File: config.mk
export PLATFORM = sky130hd
export DESIGN_NAME = pcm_downmix_to_mono16
export DESIGN_NICKNAME = d
export VERILOG_FILES = /design/src/hdl/pdm_pkg.sv /design/src/hdl/pdm_front.sv /design/src/hdl/pdm_frame_q.sv /design/src/hdl/pdm_back.sv /design/src/hdl/pcm_downmix_to_mono16.sv
export SDC_FILE = /design/constraint.sdc
export NUM_CORES = 1
export LEC_CHECK = 0
export BUFFER_PORTS_ARGS = -buffer_cell sky130_fd_sc_hd__buf_2
export CAP_MARGIN = 20
export CORE_MARGIN = 2
export CORE_UTILIZATION = 50
export DETAILED_ROUTE_END_ITERATION = 10
export GPL_ROUTABILITY_DRIVEN = 1
export HOLD_SLACK_MARGIN = 0.08
export PLACE_DENSITY_LB_ADDON = 0.3
export SYNTH_ARGS = -nofsm -noshare
export SYNTH_HDL_FRONTEND = slang
export SYNTH_SLANG_ARGS = --single-unit
File: constraint.sdc
create_clock -name clk -period 5.42 [get_ports clk]
set_input_delay 1.084 -clock clk [delete_from_list [all_inputs] [get_ports clk]]
set_output_delay 1.084 -clock clk [all_outputs]
set_load 0.05 [all_outputs]
File: src/hdl/pdm_pkg.sv
// Shared types and constants for the PCM mono downmix block.
// No dependencies; imported by every module of the block.
package pdm_pkg;

	localparam int MAX_CHANNELS = 8;
	localparam int CH_W         = 4;
	localparam int SUM_W        = 36;
	localparam int DIV_BITS     = 4;
	localparam int DIV_STEPS    = SUM_W / DIV_BITS;
	localparam int STEP_W       = $clog2(DIV_STEPS);
	localparam int REM_W        = $clog2(MAX_CHANNELS) + 1;
	localparam int REG_IDX_W    = 1;
	localparam int CFG_W        = 4;
	localparam int OUT_W        = 16;

	localparam logic [REG_IDX_W-1:0] REG_CHANNEL_COUNT = 1'b0;
	localparam logic [REG_IDX_W-1:0] REG_SAMPLE_FORMAT = 1'b1;

	typedef enum logic [2:0] {
		FMT_S16 = 3'd0,
		FMT_S32 = 3'd1,
		FMT_F32 = 3'd2,
		FMT_U8  = 3'd3,
		FMT_S24 = 3'd4
	} fmt_t;

	// one finished frame handed from the front to the back
	typedef struct packed {
		logic signed [SUM_W-1:0] sum;
		logic [CH_W-1:0]         ch;
		logic                    f32;
		logic                    nan;
	} frame_t;

	typedef enum logic [1:0] {
		BK_IDLE,
		BK_DIV,
		BK_SCALE,
		BK_EMIT
	} bk_state_t;

endpackage

File: src/hdl/pdm_front.sv
// Front end: configuration registers, per-sample format decode and frame accumulation.
// Depends on pdm_pkg; pushes finished frames into pdm_frame_q.
module pdm_front (
	input  logic                            clk,
	input  logic                            arst_n,
	input  logic                            push,
	output logic                            full,
	input  logic [31:0]                     sample_word,
	input  logic                            cfg_we,
	input  logic [pdm_pkg::REG_IDX_W-1:0]   cfg_index,
	input  logic [pdm_pkg::CFG_W-1:0]       cfg_data,
	output logic                            frame_push,
	output pdm_pkg::frame_t                 frame_entry,
	input  logic                            frame_full
);
	import pdm_pkg::*;

	logic [CH_W-1:0]         channel_count_q;
	logic [2:0]              sample_format_q;
	logic signed [SUM_W-1:0] channel_sum_q;
	logic [CH_W-1:0]         channel_index_q;
	logic                    saw_nan_q;

	logic [CH_W-1:0]         ch_eff;
	logic signed [SUM_W-1:0] dec;
	logic                    dec_nan;
	logic                    fmt_ok;
	logic                    take;
	logic                    last;
	logic [CH_W-1:0]         idx_inc;
	logic signed [SUM_W-1:0] sum_next;

	// f32 decode
	logic        f_sign;
	logic [7:0]  f_ex;
	logic [22:0] f_man;
	logic [23:0] f_full;
	logic [7:0]  f_up;
	logic [7:0]  f_dn;
	logic [32:0] f_mag;
	logic [15:0] s16;

	always_comb begin
		if (channel_count_q == '0) begin
			ch_eff = CH_W'(1);
		end else if (channel_count_q > CH_W'(MAX_CHANNELS)) begin
			ch_eff = CH_W'(MAX_CHANNELS);
		end else begin
			ch_eff = channel_count_q;
		end
	end

	always_comb begin
		f_sign  = sample_word[31];
		f_ex    = sample_word[30:23];
		f_man   = sample_word[22:0];
		f_full  = {1'b1, f_man};
		f_up    = f_ex - 8'd126;
		f_dn    = 8'd126 - f_ex;
		dec_nan = 1'b0;
		if (f_ex == 8'hFF && f_man != '0) begin
			dec_nan = 1'b1;
			f_mag   = '0;
		end else if (f_ex == 8'd0) begin
			f_mag = '0;
		end else if (f_ex >= 8'd135) begin
			// saturate to -2^32 or 2^32-1
			f_mag = f_sign ? {1'b1, 32'd0} : {1'b0, 32'hFFFF_FFFF};
		end else if (f_ex >= 8'd126) begin
			f_mag = {9'd0, f_full} << f_up[3:0];
		end else if (f_dn >= 8'd24) begin
			f_mag = '0;
		end else begin
			f_mag = {9'd0, f_full} >> f_dn[4:0];
		end
	end

	always_comb begin
		fmt_ok = 1'b1;
		s16    = '0;
		dec    = '0;
		case (sample_format_q)
			FMT_S16: s16 = sample_word[15:0];
			FMT_S32: s16 = sample_word[31:16];
			FMT_S24: s16 = sample_word[23:8];
			FMT_U8:  s16 = {~sample_word[7], sample_word[6:0], 8'd0};
			FMT_F32: s16 = '0;
			default: fmt_ok = 1'b0;
		endcase
		if (sample_format_q == FMT_F32) begin
			dec = f_sign ? -$signed({3'd0, f_mag}) : $signed({3'd0, f_mag});
		end else begin
			dec = {{(SUM_W-16){s16[15]}}, s16};
		end
	end

	assign full     = frame_full;
	assign take     = push && !frame_full && fmt_ok;
	assign idx_inc  = channel_index_q + CH_W'(1);
	assign last     = idx_inc >= ch_eff;
	assign sum_next = channel_sum_q + dec;

	assign frame_push      = take && last;
	assign frame_entry.sum = sum_next;
	assign frame_entry.ch  = ch_eff;
	assign frame_entry.f32 = (sample_format_q == FMT_F32);
	assign frame_entry.nan = saw_nan_q || (dec_nan && sample_format_q == FMT_F32);

	always_ff @(posedge clk or negedge arst_n) begin
		if (!arst_n) begin
			channel_count_q <= CH_W'(1);
			sample_format_q <= FMT_S16;
			channel_sum_q   <= '0;
			channel_index_q <= '0;
			saw_nan_q       <= 1'b0;
		end else if (cfg_we) begin
			// any register write drops the partial frame
			if (cfg_index == REG_CHANNEL_COUNT) begin
				channel_count_q <= cfg_data;
			end else begin
				sample_format_q <= cfg_data[2:0];
			end
			channel_sum_q   <= '0;
			channel_index_q <= '0;
			saw_nan_q       <= 1'b0;
		end else if (take) begin
			if (last) begin
				channel_sum_q   <= '0;
				channel_index_q <= '0;
				saw_nan_q       <= 1'b0;
			end else begin
				channel_sum_q   <= sum_next;
				channel_index_q <= idx_inc;
				saw_nan_q       <= frame_entry.nan;
			end
		end
	end

endmodule

File: src/hdl/pdm_frame_q.sv
// Two-entry queue of finished frames between the front and the back.
// Depends on pdm_pkg for the frame type.
module pdm_frame_q (
	input  logic            clk,
	input  logic            arst_n,
	input  logic            wr,
	input  pdm_pkg::frame_t wr_data,
	output logic            full,
	input  logic            rd,
	output pdm_pkg::frame_t rd_data,
	output logic            empty
);
	import pdm_pkg::*;

	frame_t     mem_q [2];
	logic       wr_ptr_q;
	logic       rd_ptr_q;
	logic [1:0] cnt_q;

	assign full    = (cnt_q == 2'd2);
	assign empty   = (cnt_q == 2'd0);
	assign rd_data = mem_q[rd_ptr_q];

	always_ff @(posedge clk) begin
		if (wr && !full) begin
			mem_q[wr_ptr_q] <= wr_data;
		end
	end

	always_ff @(posedge clk or negedge arst_n) begin
		if (!arst_n) begin
			wr_ptr_q <= 1'b0;
			rd_ptr_q <= 1'b0;
			cnt_q    <= 2'd0;
		end else begin
			if (wr && !full) begin
				wr_ptr_q <= !wr_ptr_q;
			end
			if (rd && !empty) begin
				rd_ptr_q <= !rd_ptr_q;
			end
			cnt_q <= cnt_q + 2'(wr && !full) - 2'(rd && !empty);
		end
	end

endmodule

File: src/hdl/pdm_back.sv
// Back end: divides a frame sum by its channel count, scales f32 frames, clamps,
// and queues results. Depends on pdm_pkg.
module pdm_back (
	input  logic                        clk,
	input  logic                        arst_n,
	input  logic                        frame_empty,
	input  pdm_pkg::frame_t             frame_entry,
	output logic                        frame_pop,
	output logic                        empty,
	input  logic                        pop,
	output logic signed [pdm_pkg::OUT_W-1:0] mono_sample
);
	import pdm_pkg::*;

	bk_state_t state_q, state_d;

	logic [STEP_W-1:0] step_q;
	logic [SUM_W-1:0]  div_q;
	logic [REM_W-1:0]  rem_q;
	logic [CH_W-1:0]   den_q;
	logic              neg_q;
	logic              f32_q;
	logic              nan_q;

	logic [SUM_W-1:0]  div_nx;
	logic [REM_W-1:0]  rem_nx;
	logic [47:0]       prod;
	logic [SUM_W-1:0]  scaled;
	logic [OUT_W-1:0]  clamped;
	logic              out_push;

	logic [OUT_W-1:0]  out_mem_q [2];
	logic              out_wr_q;
	logic              out_rd_q;
	logic [1:0]        out_cnt_q;
	logic              out_full;

	assign out_full    = (out_cnt_q == 2'd2);
	assign empty       = (out_cnt_q == 2'd0);
	assign mono_sample = out_mem_q[out_rd_q];

	// restoring divide, DIV_BITS quotient bits per cycle; divisor is at most 8
	always_comb begin
		div_nx = div_q;
		rem_nx = rem_q;
		for (int i = 0; i < DIV_BITS; i++) begin
			rem_nx = {rem_nx[REM_W-2:0], div_nx[SUM_W-1]};
			div_nx = {div_nx[SUM_W-2:0], 1'b0};
			if (rem_nx >= REM_W'(den_q)) begin
				rem_nx    = rem_nx - REM_W'(den_q);
				div_nx[0] = 1'b1;
			end
		end
	end

	// f32 mean is within 2^32, so q*32767 fits in 48 bits
	always_comb begin
		prod = {div_q[32:0], 15'd0} - {15'd0, div_q[32:0]};
		if (!f32_q) begin
			scaled = div_q;
		end else if (nan_q) begin
			scaled = '0;
		end else begin
			scaled = {{(SUM_W-24){1'b0}}, prod[47:24]};
		end
	end

	always_comb begin
		if (neg_q) begin
			clamped = (div_q > SUM_W'(32768)) ? 16'h8000 : (16'h0 - div_q[15:0]);
		end else begin
			clamped = (div_q > SUM_W'(32767)) ? 16'h7FFF : div_q[15:0];
		end
	end

	always_comb begin
		state_d   = state_q;
		frame_pop = 1'b0;
		out_push  = 1'b0;
		case (state_q)
			BK_IDLE: begin
				if (!frame_empty) begin
					frame_pop = 1'b1;
					state_d   = BK_DIV;
				end
			end
			BK_DIV: begin
				if (step_q == STEP_W'(DIV_STEPS - 1)) begin
					state_d = BK_SCALE;
				end
			end
			BK_SCALE: state_d = BK_EMIT;
			BK_EMIT: begin
				if (!out_full) begin
					out_push = 1'b1;
					state_d  = BK_IDLE;
				end
			end
			default: state_d = BK_IDLE;
		endcase
	end

	always_ff @(posedge clk or negedge arst_n) begin
		if (!arst_n) begin
			state_q <= BK_IDLE;
			step_q  <= '0;
		end else begin
			state_q <= state_d;
			if (state_q == BK_DIV && state_d == BK_DIV) begin
				step_q <= step_q + STEP_W'(1);
			end else begin
				step_q <= '0;
			end
		end
	end

	always_ff @(posedge clk) begin
		case (state_q)
			BK_IDLE: begin
				if (frame_pop) begin
					neg_q <= frame_entry.sum[SUM_W-1];
					div_q <= frame_entry.sum[SUM_W-1] ? SUM_W'(-frame_entry.sum)
						: SUM_W'(frame_entry.sum);
					den_q <= frame_entry.ch;
					f32_q <= frame_entry.f32;
					nan_q <= frame_entry.nan;
					rem_q <= '0;
				end
			end
			BK_DIV: begin
				div_q <= div_nx;
				rem_q <= rem_nx;
			end
			BK_SCALE: div_q <= scaled;
			default: ;
		endcase
		if (out_push) begin
			out_mem_q[out_wr_q] <= clamped;
		end
	end

	always_ff @(posedge clk or negedge arst_n) begin
		if (!arst_n) begin
			out_wr_q  <= 1'b0;
			out_rd_q  <= 1'b0;
			out_cnt_q <= 2'd0;
		end else begin
			if (out_push) begin
				out_wr_q <= !out_wr_q;
			end
			if (pop && !empty) begin
				out_rd_q <= !out_rd_q;
			end
			out_cnt_q <= out_cnt_q + 2'(out_push) - 2'(pop && !empty);
		end
	end

`ifndef SYNTHESIS
	a_out_cnt: assert property (@(posedge clk) disable iff (!arst_n)
		out_cnt_q <= 2'd2)
		else $error("result queue count overflow");
	a_step_idle: assert property (@(posedge clk) disable iff (!arst_n)
		state_q != BK_DIV |-> step_q == '0)
		else $error("divide step counter running outside divide");
	a_nan_zero: assert property (@(posedge clk) disable iff (!arst_n)
		(state_q == BK_SCALE && f32_q && nan_q) |=> div_q == '0)
		else $error("NaN frame did not scale to zero");
	a_emit_hold: assert property (@(posedge clk) disable iff (!arst_n)
		(state_q == BK_EMIT && out_full) |=> state_q == BK_EMIT)
		else $error("result dropped while result queue full");
`endif

endmodule

File: src/hdl/pcm_downmix_to_mono16.sv
// Top level of the PCM mono downmix block.
// Depends on pdm_pkg, pdm_front, pdm_frame_q and pdm_back.
//
// Feed interleaved channel samples through push/full, one beat per cycle while full
// is low; one signed 16-bit mono sample per frame comes out through empty/pop. The
// front accumulates one sample per accepted beat. Each finished frame then passes
// through the back (load, nine divide steps of four quotient bits, f32 scaling,
// result write, which waits while the result queue is full), and a two-entry frame
// queue sits between them, so the front can gather the next frame while the back
// works on the last. Write configuration only while the block is idle; any register
// write drops a partial frame. Samples of an unknown format are taken and ignored.
module pcm_downmix_to_mono16 (
	input  logic                            clk,
	input  logic                            arst_n,
	input  logic                            push,
	output logic                            full,
	input  logic [31:0]                     sample_word,
	output logic                            empty,
	input  logic                            pop,
	output logic signed [pdm_pkg::OUT_W-1:0] mono_sample,
	input  logic                            cfg_we,
	input  logic [pdm_pkg::REG_IDX_W-1:0]   cfg_index,
	input  logic [pdm_pkg::CFG_W-1:0]       cfg_data
);
	import pdm_pkg::*;

	logic   fq_wr;
	logic   fq_full;
	logic   fq_rd;
	logic   fq_empty;
	frame_t fq_wr_data;
	frame_t fq_rd_data;

	pdm_front u_front (
		.clk         (clk),
		.arst_n      (arst_n),
		.push        (push),
		.full        (full),
		.sample_word (sample_word),
		.cfg_we      (cfg_we),
		.cfg_index   (cfg_index),
		.cfg_data    (cfg_data),
		.frame_push  (fq_wr),
		.frame_entry (fq_wr_data),
		.frame_full  (fq_full)
	);

	pdm_frame_q u_frame_q (
		.clk     (clk),
		.arst_n  (arst_n),
		.wr      (fq_wr),
		.wr_data (fq_wr_data),
		.full    (fq_full),
		.rd      (fq_rd),
		.rd_data (fq_rd_data),
		.empty   (fq_empty)
	);

	pdm_back u_back (
		.clk         (clk),
		.arst_n      (arst_n),
		.frame_empty (fq_empty),
		.frame_entry (fq_rd_data),
		.frame_pop   (fq_rd),
		.empty       (empty),
		.pop         (pop),
		.mono_sample (mono_sample)
	);

endmodule

==> results.toml <==
[clock_network]
root_buffer = "clkbuf_16"
numCtsBuffers = 23
insertion_delay_ns = 0.52
cts_tree = "built"
clock-sinks = 224
clkSlewWorstSetupHoldPaths_ns = 0.06
cts_buffer_depth = 3
htree_levels = 1

[run_status]
outcome = "finished with violations"
violations = "setup timing"

[place]
gp_congestion = 1.00
dp_cells = 2730
numPortBuffers = 59
hpwl_um = 45000

[final_layout]
drive_gt1_share_pct = 34.1
syn_to_final_growth_pct = 30.6
fin_cells = 2811
nNetsFinal = 2469
layout_common_cells = "405 x buf_4, 190 x nand2_1, 162 x edfxtp_1"
final_common_cell = "buf_4"
register_area_um2 = 6420
nFillCells = 2855
final_core_util_pct = 65.9
multi_input_area_um2 = 12300
n_antenna_cell = 0

[timing]
tns_ns = -36.72
tightest_slew_ns = 1.08
fin_ws_ns = -0.772
hold_ws_ns = 0.494
rsz0062_at_grt = "yes"
relSlewSlack_pct = 27.4
fin_crit_ns = 6.19
hold_viol_final = 0
setup_viol = 79
period_share_pct = 114
maxSlewViolCount = 0
skew_ns = 0.0155
fmax_mhz = 162

[synth]
synth_seq_area_share_pct = 34.9
yosys_warnings = 0
syn_area_um2 = 18400
syn_inst = 1942
synth-seq-cells = 224
yosys-top-cells-area = "edfxtp_1 26%, dfrtp_1 8.3%, ha_1 6.3%"
synth_mux_area_share_pct = 12.0
synth_top_area_cell = "edfxtp_1"
synth-edff-count = 162
synth_top_family_by_area = "compound AO/OA/AOI/OAI gates"
synth_fa_ha_area_share_pct = 6.87
synth_simple_gate_area_share_pct = 14.8
synth_top_area_share_pct = 26.5
synth_ff_type = "edfxtp_1"
ys_types = 93
async_reset_ff_share_pct = 27.7
synth-compound-area-share_pct = 20.2
synthXorXnorAreaFrac_pct = 6.52
syn_area_per_cell_um2 = 9.47
syn_nets = 2082

[worst_setup_path]
cp_slowest_cell = "or4_4"
crit_required_ns = 5.68
worstRegToRegCells = 29
end_kind = "flop"
path_class = "primary input to flop"
cpPeakStageDelay_ns = 0.54
path_max_fanout = 7
crit_start = "sample_word[23]"
r2r_start = "u_back.div_q[35]"
arrival_ns = 6.45
startpoint_type = "primary input"

[die]
rows = 70
dieArea_um2 = 38300
start_util_pct = 50.5
core-area_um2 = 36400
die_width_um = 196
io_pins = 60
die_h_um = 196

[route]
wl_per_cell_um = 21.2
ant_nets = 0
drc = 0
drt_iter0_markers = 1082
num_vias = 17163
routed_wl_um = 59700
post_drt_via_cell_ratio = 6.11
dr.pass1.iters = 6

[global_route]
grt_max_degree = 69
grt_pass1_vias = 17116
overflow = 0
grt_pass1_wl_um = 92500
grt_usage_pct = 30.5
antenna_found_initial = 1

[pwr]
power_mw = 12.0
p_per_area_nw_per_um2 = 502
p_leak_nw = 10.3
peakVddDrop_mv = 0.502

[run]
maxCapViolCount = 0

[worst_hold_path]
hp-start = "u_back.step_q[0]"
hold_class = "flop to flop"
hold_depth = 1
[cell families (layout without fill, tap and decap cells)]
kind of cell | count (synthesis) | count (layout)
buffers and inverters | 207 | 608
flip-flops | 224 | 224
multiplexers | 163 | 163
XOR/XNOR | 137 | 137
AND/OR/NAND/NOR | 560 | 560
AO/OA/AOI/OAI | 553 | 553
adder cells (fa/ha/maj) | 98 | 98
[Yosys cell counts (all sizes together) (6+ instances only)]
| cell type | n |
|---|---|
| o221ai | 16 |
| nand3 | 57 |
| mux2 | 47 |
| and3 | 19 |
| ha | 93 |
| xor2 | 45 |
| o21bai | 6 |
| mux4 | 40 |
| buf | 44 |
| a211oi | 18 |
| inv | 77 |
| o311ai | 12 |
| a31oi | 34 |
| nand2 | 195 |
| o41ai | 13 |
| o21a | 13 |
| and4 | 8 |
| a21boi | 6 |
| clkbuf | 85 |
| and2 | 14 |
| nor3 | 24 |
| xnor2 | 92 |
| o21ai | 121 |
| a22o | 37 |
| edfxtp | 162 |
| a21oi | 136 |
| or2 | 7 |
| nand4 | 18 |
| nand2b | 29 |
| a22oi | 11 |
| o31ai | 14 |
| or3 | 11 |
| nor4 | 16 |
| nor2b | 22 |
| a21o | 33 |
| mux2i | 76 |
| dfrtp | 61 |
| o22ai | 20 |
| nor2 | 126 |
| o211ai | 9 |
[flip-flops by register name, indices dropped and copies added (netlist names), 2 cells and up]
register	cells
u_back.den_q	4
u_back.div_q	36
u_back.out_cnt_q	2
u_back.out_mem_q	32
u_back.rem_q	3
u_back.state_q	2
u_back.step_q	4
u_frame_q.cnt_q	2
u_frame_q.mem_q	84
u_front.channel_count_q	4
u_front.channel_index_q	4
u_front.channel_sum_q	36
u_front.sample_format_q	3
[path summary, 6_finish.rpt]
check	to	slack, ns
worst max-delay path	u_frame_q.mem_q[1][41]	-0.77
worst min-delay path	u_back.step_q[0]	0.49
worst max register to register	u_back.rem_q[1]	-0.09
worst min register to register	u_back.step_q[0]	0.49
max in group asynchronous	u_front.channel_count_q[0]	3.72
min in group asynchronous	u_front.channel_sum_q[32]	0.70
[repair_timing]
item | in CTS | in global routing
hold buffers | 0 | 0
gates resized for setup | 121 | 80
gates cloned | 0 | 0
endpoints found under the setup margin | 81 | 88
buffers inserted | 26 | 26
pin swaps | 69 | 93
[layer usage]
metal  up-vias  GRT usage (%)  wire [um]
met5         -              0          0
met4         0           15.6       3440
met2       636           54.6      29600
li1       8054              -          -
met1      8289           36.7      23600
met3       184           2.68       3060
[per-stage QoR]
step	setup WS [ns]	area, um2
5_1_grt	-1.00	24000
3_3_place_gp	-1.49	21900
2_1_floorplan	-1.54	18700
3_5_place_dp	-1.59	21900
4_1_cts	-0.662	23400
6_report	-0.772	24000
[layout make-up]
cell class | count | share of cell area, %
clock buffers | 26 | 2.49
clock inverters | 13 | 0.625
inverters | 78 | 1.25
multi-input cells | 1511 | 51.1
flip-flops and latches | 224 | 26.7
well taps | 468 | 2.44
repair buffers | 491 | 15.4
[where the power goes]
part / switching (mW) / leakage [nW] / internal, mW
combinational: 4.18 / 7.54 / 3.29
sequential: 0.443 / 2.35 / 2.55
clock: 0.686 / 0.362 / 0.900
[critical path, delay by kind of cell]
family | cells | cell delay (ns)
mux | 3 | 0.90
compound gates | 8 | 1.38
fa+ha+maj | 2 | 0.62
simple gates | 7 | 1.59
xor+xnor | 3 | 0.46
buf+inv | 4 | 0.40
No activity file was read; power rests on OpenSTA's default activity.
